File: config.mk
export PLATFORM = sky130hd
export DESIGN_NAME = heartbeat_liveness_table
export DESIGN_NICKNAME = d
export VERILOG_FILES = /design/src/rtl/core/hlt_pkg.sv /design/src/rtl/core/heartbeat_liveness_table.sv /design/src/rtl/core/hlt_ctrl.sv /design/src/rtl/core/hlt_datapath.sv
export SDC_FILE = /design/constraint.sdc
export NUM_CORES = 1
export LEC_CHECK = 0
export ABC_CLOCK_PERIOD_IN_PS = 9100
export BUFFER_PORTS_ARGS = -buffer_cell sky130_fd_sc_hd__buf_2
export CAP_MARGIN = 25
export CORE_MARGIN = 1.5
export CORE_UTILIZATION = 43
export DETAILED_ROUTE_END_ITERATION = 10
export GPL_ROUTABILITY_DRIVEN = 0
export SYNTH_ARGS = -nofsm -noshare
export SYNTH_HDL_FRONTEND = slang
export SYNTH_SLANG_ARGS = --single-unit
File: constraint.sdc
create_clock -name clock -period 9.1 [get_ports clock]
set_input_delay 0.91 -clock clock [delete_from_list [all_inputs] [get_ports clock]]
set_output_delay 0.91 -clock clock [all_outputs]
set_load 0.05 [all_outputs]
File: src/rtl/core/hlt_pkg.sv
// shared constants, codes and controller/datapath interface types for the liveness table
package hlt_pkg;

   // table geometry
   localparam int TABLE_DEPTH = 16;
   localparam int IDX_BITS    = (TABLE_DEPTH > 1) ? $clog2(TABLE_DEPTH) : 1;
   localparam int TIME_BITS   = 32;

   // field and register widths
   localparam int MODE_BITS     = 2;
   localparam int ID_BITS       = 16;
   localparam int KIND_BITS     = 2;
   localparam int STATUS_BITS   = 3;
   localparam int INTERVAL_BITS = 32;
   localparam int TTL_BITS      = 31;
   localparam int COUNT_BITS    = 32;
   localparam int CSR_IDX_BITS  = 2;
   localparam int CSR_DATA_BITS = 32;
   localparam int AGE_CMP_BITS  = (TIME_BITS > TTL_BITS) ? TIME_BITS : TTL_BITS;

   // register map
   localparam logic [CSR_IDX_BITS-1:0] CSR_SWEEP_PERIOD = 2'd0;
   localparam logic [CSR_IDX_BITS-1:0] CSR_TTL          = 2'd1;

   localparam logic [INTERVAL_BITS-1:0] SWEEP_PERIOD_RESET = 32'd1000;
   localparam logic [TTL_BITS-1:0]      TTL_RESET          = 31'd5000;

   // input modes
   localparam logic [MODE_BITS-1:0] MODE_REGISTER  = 2'd0;
   localparam logic [MODE_BITS-1:0] MODE_HEARTBEAT = 2'd1;
   localparam logic [MODE_BITS-1:0] MODE_TICK      = 2'd2;
   localparam logic [MODE_BITS-1:0] MODE_TERMINATE = 2'd3;

   // result kinds
   localparam logic [KIND_BITS-1:0] KIND_REPLY      = 2'd0;
   localparam logic [KIND_BITS-1:0] KIND_DISCONNECT = 2'd1;
   localparam logic [KIND_BITS-1:0] KIND_QUIET      = 2'd2;

   // status codes
   localparam logic [STATUS_BITS-1:0] STATUS_OK             = 3'd0;
   localparam logic [STATUS_BITS-1:0] STATUS_TERMINATED     = 3'd1;
   localparam logic [STATUS_BITS-1:0] STATUS_ALREADY_REG    = 3'd2;
   localparam logic [STATUS_BITS-1:0] STATUS_NOT_REGISTERED = 3'd3;
   localparam logic [STATUS_BITS-1:0] STATUS_TABLE_FULL     = 3'd4;

   // controller to datapath
   typedef struct packed {
      logic accept;        // take the input word
      logic lookup_step;   // compare one entry against the id
      logic mark_step;     // age check one entry for the sweep
      logic count_clear;   // restart the sweep count
      logic commit_reply;  // apply register/heartbeat and load the reply
      logic emit_drop;     // drop the lowest marked entry and load its event
      logic emit_quiet;    // load a tick-with-nothing result
   } cmd_type;

   // datapath to controller
   typedef struct packed {
      logic stopped;
      logic sweep_due;
      logic walk_last;
      logic any_mark;
      logic one_mark;
      logic out_free;
   } stat_type;

endpackage

File: src/rtl/core/heartbeat_liveness_table.sv
// top level of the heartbeat liveness table: controller, datapath and checks
//
// Watches up to 16 channels, each an id plus the tick time of its last
// heartbeat. One input word is worked on at a time; req_stall stays high
// from acceptance until the word's last result has been loaded into the
// output register. A register or heartbeat word walks the table one entry
// per cycle to find the id and the lowest free slot, and skips the walk
// when the block is terminated; terminate goes straight to its reply. A
// tick that finds a sweep due on a running block age-checks all 16
// entries, one entry per cycle through a single subtract and compare, then
// loads one disconnect word per dropped channel. Disconnect words come out
// in table order, the final one marked with rsp_last; a tick that drops
// nothing gives one quiet word. Output stalls hold the block until the
// result register is free. The configuration registers (sweep period at
// index 0, ttl at index 1) should be written only while the block is idle.
module heartbeat_liveness_table import hlt_pkg::*; (
   input  logic                     clock,
   input  logic                     reset,
   // input words
   input  logic                     req_valid,
   output logic                     req_stall,
   input  logic [MODE_BITS-1:0]     req_mode,
   input  logic [ID_BITS-1:0]       req_bridge_id,
   // result words
   output logic                     rsp_valid,
   input  logic                     rsp_stall,
   output logic [KIND_BITS-1:0]     rsp_kind,
   output logic [STATUS_BITS-1:0]   rsp_status,
   output logic [ID_BITS-1:0]       rsp_lost_id,
   output logic                     rsp_last,
   // configuration writes
   input  logic                     csr_wr_en,
   input  logic [CSR_IDX_BITS-1:0]  csr_index,
   input  logic [CSR_DATA_BITS-1:0] csr_wdata
);

   cmd_type  cmd;
   stat_type stat;

   // sequencing: idle, table walks, sweep and result loading
   hlt_ctrl u_ctrl (
      .clock     (clock),
      .reset     (reset),
      .req_valid (req_valid),
      .req_mode  (req_mode),
      .req_stall (req_stall),
      .stat      (stat),
      .cmd       (cmd)
   );

   // table, time base, config and output register
   hlt_datapath u_datapath (
      .clock         (clock),
      .reset         (reset),
      .req_mode      (req_mode),
      .req_bridge_id (req_bridge_id),
      .csr_wr_en     (csr_wr_en),
      .csr_index     (csr_index),
      .csr_wdata     (csr_wdata),
      .rsp_stall     (rsp_stall),
      .rsp_valid     (rsp_valid),
      .rsp_kind      (rsp_kind),
      .rsp_status    (rsp_status),
      .rsp_lost_id   (rsp_lost_id),
      .rsp_last      (rsp_last),
      .cmd           (cmd),
      .stat          (stat)
   );

   // a word that is not the last of its item means the item is still running
   a_mid_item_stalls: assert property (@(posedge clock) disable iff (reset)
      rsp_valid && !rsp_last |-> req_stall)
      else $error("input taken while an item still has results to send");

   // replies and quiet ticks always close their item
   a_single_word_last: assert property (@(posedge clock) disable iff (reset)
      rsp_valid && (rsp_kind == KIND_REPLY || rsp_kind == KIND_QUIET) |-> rsp_last)
      else $error("single-word result without last mark");

   // disconnect events carry ok status
   a_drop_status: assert property (@(posedge clock) disable iff (reset)
      rsp_valid && rsp_kind == KIND_DISCONNECT |-> rsp_status == STATUS_OK)
      else $error("disconnect event with nonzero status");

   // only one result loaded per cycle, and only when the output can take it
   a_one_load: assert property (@(posedge clock) disable iff (reset)
      (cmd.commit_reply || cmd.emit_drop || cmd.emit_quiet) |->
         $onehot({cmd.commit_reply, cmd.emit_drop, cmd.emit_quiet}) && stat.out_free)
      else $error("result load collision or overwrite of a held word");

endmodule

File: src/rtl/core/hlt_ctrl.sv
// sequencing state machine for the liveness table
module hlt_ctrl import hlt_pkg::*; (
   input  logic                 clock,
   input  logic                 reset,
   input  logic                 req_valid,
   input  logic [MODE_BITS-1:0] req_mode,
   output logic                 req_stall,
   input  stat_type             stat,
   output cmd_type              cmd
);

   localparam logic [2:0] S_IDLE   = 3'd0;
   localparam logic [2:0] S_LOOKUP = 3'd1;
   localparam logic [2:0] S_REPLY  = 3'd2;
   localparam logic [2:0] S_CHECK  = 3'd3;
   localparam logic [2:0] S_MARK   = 3'd4;
   localparam logic [2:0] S_DROP   = 3'd5;
   localparam logic [2:0] S_QUIET  = 3'd6;

   logic [2:0] state_ff;
   logic [2:0] state_in;

   assign req_stall = (state_ff != S_IDLE);

   always_comb begin
      state_in = state_ff;
      cmd      = '0;
      case (state_ff)
         S_IDLE: begin
            if (req_valid) begin
               cmd.accept = 1'b1;
               case (req_mode)
                  MODE_REGISTER, MODE_HEARTBEAT: begin
                     state_in = stat.stopped ? S_REPLY : S_LOOKUP;
                  end
                  MODE_TICK: begin
                     state_in = S_CHECK;
                  end
                  default: begin
                     state_in = S_REPLY;
                  end
               endcase
            end
         end
         S_LOOKUP: begin
            cmd.lookup_step = 1'b1;
            if (stat.walk_last) begin
               state_in = S_REPLY;
            end
         end
         S_REPLY: begin
            if (stat.out_free) begin
               cmd.commit_reply = 1'b1;
               state_in = S_IDLE;
            end
         end
         S_CHECK: begin
            if (stat.stopped) begin
               state_in = S_QUIET;
            end else if (stat.sweep_due) begin
               cmd.count_clear = 1'b1;
               state_in = S_MARK;
            end else begin
               state_in = S_QUIET;
            end
         end
         S_MARK: begin
            cmd.mark_step = 1'b1;
            if (stat.walk_last) begin
               state_in = S_DROP;
            end
         end
         S_DROP: begin
            if (!stat.any_mark) begin
               state_in = S_QUIET;
            end else if (stat.out_free) begin
               cmd.emit_drop = 1'b1;
               if (stat.one_mark) begin
                  state_in = S_IDLE;
               end
            end
         end
         S_QUIET: begin
            if (stat.out_free) begin
               cmd.emit_quiet = 1'b1;
               state_in = S_IDLE;
            end
         end
         default: begin
            state_in = S_IDLE;
         end
      endcase
   end

   always_ff @(posedge clock) begin
      if (reset) begin
         state_ff <= S_IDLE;
      end else begin
         state_ff <= state_in;
      end
   end

endmodule

File: src/rtl/core/hlt_datapath.sv
// table storage, time counters, config registers and result register
module hlt_datapath import hlt_pkg::*; (
   input  logic                     clock,
   input  logic                     reset,
   input  logic [MODE_BITS-1:0]     req_mode,
   input  logic [ID_BITS-1:0]       req_bridge_id,
   input  logic                     csr_wr_en,
   input  logic [CSR_IDX_BITS-1:0]  csr_index,
   input  logic [CSR_DATA_BITS-1:0] csr_wdata,
   input  logic                     rsp_stall,
   output logic                     rsp_valid,
   output logic [KIND_BITS-1:0]     rsp_kind,
   output logic [STATUS_BITS-1:0]   rsp_status,
   output logic [ID_BITS-1:0]       rsp_lost_id,
   output logic                     rsp_last,
   input  cmd_type                  cmd,
   output stat_type                 stat
);

   // latched input word
   logic [MODE_BITS-1:0] mode_ff;
   logic [ID_BITS-1:0]   id_ff;

   // table
   logic [TABLE_DEPTH-1:0] valid_ff, valid_in;
   logic [TABLE_DEPTH-1:0] mark_ff, mark_in;
   logic [ID_BITS-1:0]     ent_id_ff   [TABLE_DEPTH];
   logic [TIME_BITS-1:0]   ent_time_ff [TABLE_DEPTH];

   // walk and lookup results
   logic [IDX_BITS-1:0] walk_idx_ff, walk_idx_in;
   logic                found_ff, found_in;
   logic [IDX_BITS-1:0] found_idx_ff, found_idx_in;
   logic                free_ff, free_in;
   logic [IDX_BITS-1:0] free_idx_ff, free_idx_in;

   // time and control
   logic [TIME_BITS-1:0]     tick_ff, tick_in;
   logic [COUNT_BITS-1:0]    count_ff, count_in;
   logic                     stopped_ff, stopped_in;
   logic [INTERVAL_BITS-1:0] interval_ff, interval_in;
   logic [TTL_BITS-1:0]      ttl_ff, ttl_in;

   // result register
   logic                   rsp_valid_ff, rsp_valid_in;
   logic [KIND_BITS-1:0]   rsp_kind_ff, rsp_kind_in;
   logic [STATUS_BITS-1:0] rsp_status_ff, rsp_status_in;
   logic [ID_BITS-1:0]     rsp_lost_id_ff, rsp_lost_id_in;
   logic                   rsp_last_ff, rsp_last_in;

   logic                   out_free;
   logic [TIME_BITS-1:0]   walk_age;
   logic                   walk_hit;
   logic                   walk_match;
   logic [IDX_BITS-1:0]    drop_idx;
   logic [TABLE_DEPTH-1:0] drop_bit;
   logic                   is_lookup_mode;
   logic                   reg_ok;
   logic                   hb_ok;
   logic [STATUS_BITS-1:0] reply_status;
   logic                   ent_wr_en;
   logic                   ent_wr_id;
   logic [IDX_BITS-1:0]    ent_wr_idx;

   assign out_free = !rsp_valid_ff || !rsp_stall;

   // one entry per cycle at the walk index
   assign walk_age   = tick_ff - ent_time_ff[walk_idx_ff];
   assign walk_hit   = valid_ff[walk_idx_ff] &&
                       (AGE_CMP_BITS'(walk_age) >= AGE_CMP_BITS'(ttl_ff));
   assign walk_match = valid_ff[walk_idx_ff] && (ent_id_ff[walk_idx_ff] == id_ff);

   // lowest marked entry
   always_comb begin
      drop_idx = '0;
      for (int i = TABLE_DEPTH - 1; i >= 0; i--) begin
         if (mark_ff[i]) begin
            drop_idx = IDX_BITS'(i);
         end
      end
   end
   assign drop_bit = TABLE_DEPTH'(1) << drop_idx;

   assign is_lookup_mode = mode_ff inside {MODE_REGISTER, MODE_HEARTBEAT};
   assign reg_ok = (mode_ff == MODE_REGISTER) && !stopped_ff && !found_ff && free_ff;
   assign hb_ok  = (mode_ff == MODE_HEARTBEAT) && !stopped_ff && found_ff;

   always_comb begin
      reply_status = STATUS_OK;
      if (is_lookup_mode && stopped_ff) begin
         reply_status = STATUS_TERMINATED;
      end else if (mode_ff == MODE_REGISTER) begin
         if (found_ff) begin
            reply_status = STATUS_ALREADY_REG;
         end else if (!free_ff) begin
            reply_status = STATUS_TABLE_FULL;
         end
      end else if (mode_ff == MODE_HEARTBEAT) begin
         if (!found_ff) begin
            reply_status = STATUS_NOT_REGISTERED;
         end
      end
   end

   assign ent_wr_en  = cmd.commit_reply && (reg_ok || hb_ok);
   assign ent_wr_id  = reg_ok;
   assign ent_wr_idx = reg_ok ? free_idx_ff : found_idx_ff;

   always_comb begin
      valid_in     = valid_ff;
      mark_in      = mark_ff;
      walk_idx_in  = walk_idx_ff;
      found_in     = found_ff;
      found_idx_in = found_idx_ff;
      free_in      = free_ff;
      free_idx_in  = free_idx_ff;
      tick_in      = tick_ff;
      count_in     = count_ff;
      stopped_in   = stopped_ff;
      interval_in  = interval_ff;
      ttl_in       = ttl_ff;

      if (csr_wr_en) begin
         if (csr_index == CSR_SWEEP_PERIOD) begin
            interval_in = csr_wdata[INTERVAL_BITS-1:0];
         end else if (csr_index == CSR_TTL) begin
            ttl_in = csr_wdata[TTL_BITS-1:0];
         end
      end

      if (cmd.accept) begin
         walk_idx_in = '0;
         found_in    = 1'b0;
         free_in     = 1'b0;
         if (req_mode == MODE_TICK) begin
            tick_in = tick_ff + TIME_BITS'(1);
            if (!stopped_ff) begin
               count_in = count_ff + COUNT_BITS'(1);
            end
         end
         if (req_mode == MODE_TERMINATE) begin
            stopped_in = 1'b1;
         end
      end

      if (cmd.count_clear) begin
         count_in = '0;
      end

      if (cmd.lookup_step || cmd.mark_step) begin
         walk_idx_in = walk_idx_ff + IDX_BITS'(1);
      end

      if (cmd.lookup_step) begin
         if (walk_match && !found_ff) begin
            found_in     = 1'b1;
            found_idx_in = walk_idx_ff;
         end
         if (!valid_ff[walk_idx_ff] && !free_ff) begin
            free_in     = 1'b1;
            free_idx_in = walk_idx_ff;
         end
      end

      if (cmd.mark_step) begin
         mark_in[walk_idx_ff] = walk_hit;
      end

      if (cmd.commit_reply && reg_ok) begin
         valid_in[free_idx_ff] = 1'b1;
      end

      if (cmd.emit_drop) begin
         valid_in = valid_ff & ~drop_bit;
         mark_in  = mark_ff & ~drop_bit;
      end
   end

   always_comb begin
      rsp_valid_in   = rsp_valid_ff && rsp_stall;
      rsp_kind_in    = rsp_kind_ff;
      rsp_status_in  = rsp_status_ff;
      rsp_lost_id_in = rsp_lost_id_ff;
      rsp_last_in    = rsp_last_ff;
      if (cmd.commit_reply) begin
         rsp_valid_in   = 1'b1;
         rsp_kind_in    = KIND_REPLY;
         rsp_status_in  = reply_status;
         rsp_lost_id_in = '0;
         rsp_last_in    = 1'b1;
      end else if (cmd.emit_drop) begin
         rsp_valid_in   = 1'b1;
         rsp_kind_in    = KIND_DISCONNECT;
         rsp_status_in  = STATUS_OK;
         rsp_lost_id_in = ent_id_ff[drop_idx];
         rsp_last_in    = ((mark_ff & ~drop_bit) == '0);
      end else if (cmd.emit_quiet) begin
         rsp_valid_in   = 1'b1;
         rsp_kind_in    = KIND_QUIET;
         rsp_status_in  = stopped_ff ? STATUS_TERMINATED : STATUS_OK;
         rsp_lost_id_in = '0;
         rsp_last_in    = 1'b1;
      end
   end

   always_ff @(posedge clock) begin
      if (reset) begin
         valid_ff     <= '0;
         mark_ff      <= '0;
         walk_idx_ff  <= '0;
         found_ff     <= 1'b0;
         free_ff      <= 1'b0;
         tick_ff      <= '0;
         count_ff     <= '0;
         stopped_ff   <= 1'b0;
         interval_ff  <= SWEEP_PERIOD_RESET;
         ttl_ff       <= TTL_RESET;
         rsp_valid_ff <= 1'b0;
      end else begin
         valid_ff     <= valid_in;
         mark_ff      <= mark_in;
         walk_idx_ff  <= walk_idx_in;
         found_ff     <= found_in;
         free_ff      <= free_in;
         tick_ff      <= tick_in;
         count_ff     <= count_in;
         stopped_ff   <= stopped_in;
         interval_ff  <= interval_in;
         ttl_ff       <= ttl_in;
         rsp_valid_ff <= rsp_valid_in;
      end
   end

   // payload registers, no reset
   always_ff @(posedge clock) begin
      if (cmd.accept) begin
         mode_ff <= req_mode;
         id_ff   <= req_bridge_id;
      end
      found_idx_ff   <= found_idx_in;
      free_idx_ff    <= free_idx_in;
      rsp_kind_ff    <= rsp_kind_in;
      rsp_status_ff  <= rsp_status_in;
      rsp_lost_id_ff <= rsp_lost_id_in;
      rsp_last_ff    <= rsp_last_in;
      if (ent_wr_en) begin
         ent_time_ff[ent_wr_idx] <= tick_ff;
         if (ent_wr_id) begin
            ent_id_ff[ent_wr_idx] <= id_ff;
         end
      end
   end

   assign rsp_valid   = rsp_valid_ff;
   assign rsp_kind    = rsp_kind_ff;
   assign rsp_status  = rsp_status_ff;
   assign rsp_lost_id = rsp_lost_id_ff;
   assign rsp_last    = rsp_last_ff;

   assign stat.stopped   = stopped_ff;
   assign stat.sweep_due = (count_ff >= interval_ff);
   assign stat.walk_last = (walk_idx_ff == IDX_BITS'(TABLE_DEPTH - 1));
   assign stat.any_mark  = (mark_ff != '0);
   assign stat.one_mark  = ((mark_ff & ~drop_bit) == '0);
   assign stat.out_free  = out_free;

endmodule

Word-level counts from Yosys, hierarchy flattened
Memories as Yosys holds them, arrays and structs flattened. A register that Yosys moved wholly into a read port is not among the register bits.
Index checks and enable logic that the tools add are counted.
{"block": "word_totals", "memories": 2, "mem_bits_rw": 768, "ff_bits": 218, "in_bits": 57}
{"name": "u_datapath.ent_time_ff", "depth": 16, "word_bits": 32, "rd": 1, "rd_clocked_by_memory_dff": 1, "wr": 1, "line": "hlt_datapath.sv:28", "text": "logic [TIME_BITS-1:0] ent_time_ff [TABLE_DEPTH];"}
{"name": "u_datapath.ent_id_ff", "depth": 16, "word_bits": 16, "rd": 2, "rd_clocked_by_memory_dff": 1, "wr": 1, "line": "hlt_datapath.sv:27", "text": "logic [ID_BITS-1:0] ent_id_ff [TABLE_DEPTH];"}
{"block": "classes", "n_eq_ne": 19, "muxes": 88, "n_lt_le_gt_ge": 6, "reduce_logical": 49, "n_shift": 1, "addsub": 4, "n_bitwise": 6}
{"op": "16-bit 2-to-1 mux", "count": 6}
{"op": "4-bit 2-to-1 mux", "count": 23}
{"op": "32-bit by 1-bit adder with 32-bit output, second input constant", "count": 2}
{"op": "3-bit 2-to-1 mux", "count": 15}
{"op": "1-bit 2-to-1 mux", "count": 34}
{"op": "16-bit bitwise AND", "count": 2}
{"op": "32-bit by 31-bit greater-or-equal comparator with 1-bit output", "count": 1}
{"op": "32-bit greater-or-equal comparator", "count": 1}
{"op": "32-bit subtractor", "count": 1}
{"op": "3-bit one-hot mux with 6 select lines", "count": 1}
{"op": "16-bit bitwise mux", "count": 1}
{"op": "16-bit == test", "count": 1}
{"op": "16-bit logical NOT", "count": 1}
{"op": "16-bit NOT", "count": 1}
{"op": "16-bit bitwise OR", "count": 1}
{"op": "16-bit nonzero test", "count": 1}
{"op": "1-bit by 4-bit << shifter with 16-bit output, first input constant", "count": 1}
{"op": "1-bit logical AND", "count": 15}
{"op": "4-bit by 5-bit < comparator with 1-bit output, second input constant", "count": 2}
{"op": "2-bit AND reduction", "count": 5}
{"op": "2-bit nonzero test", "count": 5}
{"op": "3-bit == test, second input constant", "count": 3}
{"op": "1-bit demux with 4-bit select", "count": 2}
{"op": "4-bit by 1-bit greater-or-equal comparator with 1-bit output, second input constant", "count": 2}
{"op": "22 further kinds", "count": 46}

Logic depth before layout (Yosys ltp)
{"block": "logic_depth", "word_depth": 24, "depth_mapped": 28, "mapped_depth_nobuf": 22}

By module
From an unflattened synthesis, not the netlist that was laid out.
{"block": "hier_totals", "cells_unflattened": 2940, "hier_area_um2": 43499.2}
{"mod": "hlt_datapath", "area_per_inst_um2": 43168.9, "instances": 1, "cells_each": 2894}
{"mod": "hlt_ctrl", "area_per_inst_um2": 330.3, "instances": 1, "cells_each": 46}

Worst setup path before layout
No wires, ideal clock.
{"block": "synth_timing", "path_type": "reg2reg", "start": "register with a tool-made name", "end": "register u_datapath.mark_ff[10]", "arrival_time_ps": 6844, "setup_slack_ps": 2127, "stages_incl_launch_ff": 28, "path_buffers": 6, "synth_period_minus_slack_ps": 6973, "setup_ps": 128, "path_cell_list": "dfxtp_1 buf_2 buf_2 buf_2 buf_1 buf_2 mux4_2 mux4_2 inv_1 ha_1 nor2b_1 o2111ai_1 a21oi_1 o31a_1 a211oi_1 o2111ai_1 a21boi_0 xnor2_1 ha_1 a21oi_1 o21ai_0 a2111oi_0 nand3_1 o32ai_1 nand2_1 mux2i_1 clkbuf_1 o21ai_0"}
{"item": "end signal: assignment", "line": "hlt_datapath.sv:221", "text": "mark_ff <= mark_in;"}
{"item": "end: declaration", "line": "hlt_datapath.sv:26", "text": "logic [TABLE_DEPTH-1:0] mark_ff, mark_in;"}

==> results.md <==
* Clock transition at the registers of the reported paths at 0.06 ns
* CP max stage cell: dfxtp_4
* Syn Nets at 3130
* GR peak layer: met2
* First-pass GRT wire length at about 170 mm
* Placement Setup Slack at 2.27 ns
* Grt total ovfl at 0
* Grt met1 use at 31.3%
* Worst hold-check path type: input port to flop
* Routed len/inst at between 20 and 30 um
* TNS Setup at 0 ns
* Status: complete, no violations
* Leak at 0.0152 uW
* Commonest cells after routing, fill and taps aside: 797 x edfxtp_1, 245 x mux4_2, 210 x nand2_1
* Synthesized area at 43900 um2
* Most used DFF post-synth: edfxtp_1
* Power per cell area at approximately 200 nW/um2
* Vias in the first global route at 26800
* Yosys cell types at 68
* Met3 Resource Use GR at 3.13%
* WS Path Type: flop to flop
* Max H-tree Level at 3
* Post-route ant nets at 0
* Worst setup margin at 2.19 ns
* CTS Buf Count at ~100
* R2R setup slack at about 2.2 ns
* Pre-antenna DRT Iters at 5
* Cells after Synth at 2971
* Die area at 104000 um2
* Grt met2 use at 35.0%
* Effective utilization at floorplan at 43.3%
* Sequential share of the synthesized area at 63.3%
* Relative slew slack at 25.3%
* Hold Violations, Final at 0
* Per-instance average area after synthesis at 14.8 um2
* Post-CTS Resized at 0
* Hold EP: u_datapath.id_ff[12]$_DFFE_PP_
* Initial drt markers at between 2000 and 3000
* Critical Path Fanout Max at 41
* Vias at approximately 27000
* Die width at around 320 um
* Clock root buffer: clkbuf_16
* Max-cap check violation count at 0
* Synth Warn # at 0
* WP data required at 9.66 ns
* Crit path time final at 6.91 ns
* Critical Path End Type: flop
* TritonCTS sink count at between 900 and 1000
* Final setup viols at 0
* Layout cells sized above 1 at 19.1%
* Area of the multi-input gates at 15300 um2
* HPWL after detailed placement at 64.7 mm
* Boundary Pins at 81
* Commonest non-fill, non-tap cell in the layout: edfxtp_1
* Drt via density at 5.94
* Antenna diodes at 0
* Startpoint types: flop
* Clock buffer depth at 3
* HP Start: req_bridge_id[12]
* Worst Hold Depth at 1
* Reg area at 27800 um2
* Async set or reset register ratio after synthesis at 0%
* Post-Route WL at 114 mm
* Worst vdd ir at around 150 uV
* Fin nets at 3206
* Fin. max-slew vios at 0
* FF+latch count, synth at 990
* CTS tree: built
* Buffers on Ports at 80
* Placeable Area at 101000 um2
* Arrival time worst endpoint at approximately 7.5 ns
* Worst-margin pin slew at 1.09 ns
* CP Cell Sequence: buf_12, mux4_2, mux4_2, inv_1, ha_1, a21oi_1, o21ai_0, a21oi_1, nor2b_1, a2111oi_0, o211ai_1, and3_1, a311oi_1, ha_1, a2111oi_0, nand3_1, o32ai_1, nand2_1, mux2i_1, buf_4, o21ai_0
* Initial antenna violation count at 1
* Die Height at 323 um
* Reg2Reg Depth at 21
* RSZ-0062 raised after global routing: no
* Post-synth EDFFs at about 800
* GRT Total Usage at 21.9%
* Crit path largest cell delay at between 0.9 and 1 ns
* Crit Reg-Reg Endpoint: u_datapath.mark_ff[0]$_SDFFE_PP0P_
* Max Clock Freq at 145 MHz
* Area growth syn-to-layout at 12.9%
* Fillers at 8494
* Worst-Skew Late Latency at 0.69 ns
* Largest net degree at the start of global routing at 93
* Core Rows at 117
* Layout Skew at 0.0429 ns
* Drt drc at 0
* Post-CTS Hold Buffers at 0
* Fin crit share at 76.0%
* # Post-CTS Setup Buffers at 0
power by group:
part	switching, uW	internal [uW]
sequential	147	4960
clock	1780	2440
combinational	426	361
total	2360	7760
area by class of cell:
type                       count  share of cell area (%)
clock buffer                 125                    5.47
clock inverter                65                    1.36
tap                         1368                    3.45
inverter                     120                   0.909
timing repair buffer         138                    1.86
sequential                   990                    56.1
multi-input combinational   1695                    30.8
through the flow:
stage | total power (uW) | util [%] | hold slack [ns] | area, um2 | cells
2_1_floorplan | 5750 | - | 0.424 | 43900 | 2971
3_3_place_gp | 5970 | 45.4 | 0.431 | 46100 | 4303
3_5_place_dp | 5990 | 45.4 | 0.438 | 46100 | 4305
4_1_cts | 10200 | 48.8 | 0.370 | 49500 | 4495
5_1_grt | 10400 | 48.9 | 0.383 | 49600 | 4501
6_report | 10100 | 48.9 | 0.410 | 49600 | 4501
metal layers:
layer | wire (um) | part of all wire, %
met1 | 50300 | 44
met2 | 53800 | 47
met3 | 7050 | 6.2
met4 | 2620 | 2.3
met5 | 13 | 0.011
flip-flops by register name, indices dropped and copies added, names as in the netlist, named ones only:
| register | flops |
|---|---|
| u_datapath.found_idx_ff | 4 |
| u_datapath.interval_ff | 32 |
| u_datapath.rsp_kind | 2 |
| u_ctrl.state_ff | 3 |
| u_datapath.walk_idx_ff | 4 |
| u_datapath.free_idx_ff | 4 |
| u_datapath.tick_ff | 32 |
| u_datapath.rsp_lost_id | 16 |
| u_datapath.rsp_last | 1 |
| u_datapath.ent_time_ff | 512 |
| u_datapath.rsp_valid | 1 |
| u_datapath.count_ff | 32 |
| u_datapath.stopped_ff | 1 |
| u_datapath.ent_id_ff | 256 |
| u_datapath.id_ff | 16 |
| u_datapath.valid_ff | 16 |
| u_datapath.rsp_status | 3 |
| u_datapath.mark_ff | 16 |
| u_datapath.free_ff | 1 |
| u_datapath.mode_ff | 2 |
| u_datapath.found_ff | 1 |
| u_datapath.ttl_ff | 31 |
cell usage after synthesis, types with 7 or more instances:
master | count | area [um2]
nand3b_1 | 8 | 60.1
buf_1 | 13 | 48.8
xor2_1 | 42 | 368
xnor2_1 | 58 | 508
nor3b_1 | 8 | 60.1
o21ai_0 | 74 | 370
a21o_1 | 18 | 135
a21oi_1 | 121 | 606
nor4_1 | 25 | 156
nand3_1 | 64 | 320
nor2b_1 | 25 | 156
a211o_1 | 13 | 114
or3_1 | 10 | 62.6
a211oi_1 | 177 | 1330
nand2_1 | 211 | 792
clkbuf_1 | 129 | 484
a31oi_1 | 24 | 150
and3_1 | 80 | 500
nor3_1 | 16 | 80.1
inv_1 | 120 | 450
dfxtp_1 | 193 | 3860
nand2b_1 | 12 | 75.1
ha_1 | 101 | 1260
o211ai_1 | 10 | 75.1
mux4_2 | 245 | 5520
nand4_1 | 24 | 150
mux2i_1 | 70 | 701
buf_2 | 21 | 105
edfxtp_1 | 797 | 23900
o21a_1 | 22 | 165
nor2_1 | 157 | 589
or4_1 | 7 | 52.6
critical path, delay by kind of cell (launching register included):
kind	cells	cell delay, ns
AO/OA/AOI/OAI	9	2.72
multiplexers	3	1.18
flip-flops	1	0.94
buffers and inverters	3	0.70
adder cells (fa/ha/maj)	2	0.62
AND/OR/NAND/NOR	4	0.52
worst max-delay path by stage:
stage / start / end / slack, ns / depth (start not counted)
3_3_place_gp: flop / u_datapath.mark_ff[3]$_SDFFE_PP0P_ / 1.79 / 21
2_1_floorplan: flop / u_datapath.mark_ff[10]$_SDFFE_PP0P_ / 2.13 / 27
5_1_grt: flop / u_datapath.mark_ff[3]$_SDFFE_PP0P_ / 1.67 / 21
3_5_place_dp: flop / u_datapath.mark_ff[11]$_SDFFE_PP0P_ / 2.27 / 23
4_1_cts: flop / u_datapath.mark_ff[11]$_SDFFE_PP0P_ / 2.24 / 23
6_report: flop / u_datapath.mark_ff[0]$_SDFFE_PP0P_ / 2.19 / 21
kinds of logic after synthesis:
group | share of synthesized area, %
AND/OR/NAND/NOR | 7.52
buffers and inverters | 2.56
flip-flops | 63.3
adder cells (fa/ha/maj) | 2.92
XOR/XNOR | 1.99
multiplexers | 14.2
AO/OA/AOI/OAI | 7.54
(Power assumes the default switching activity.)
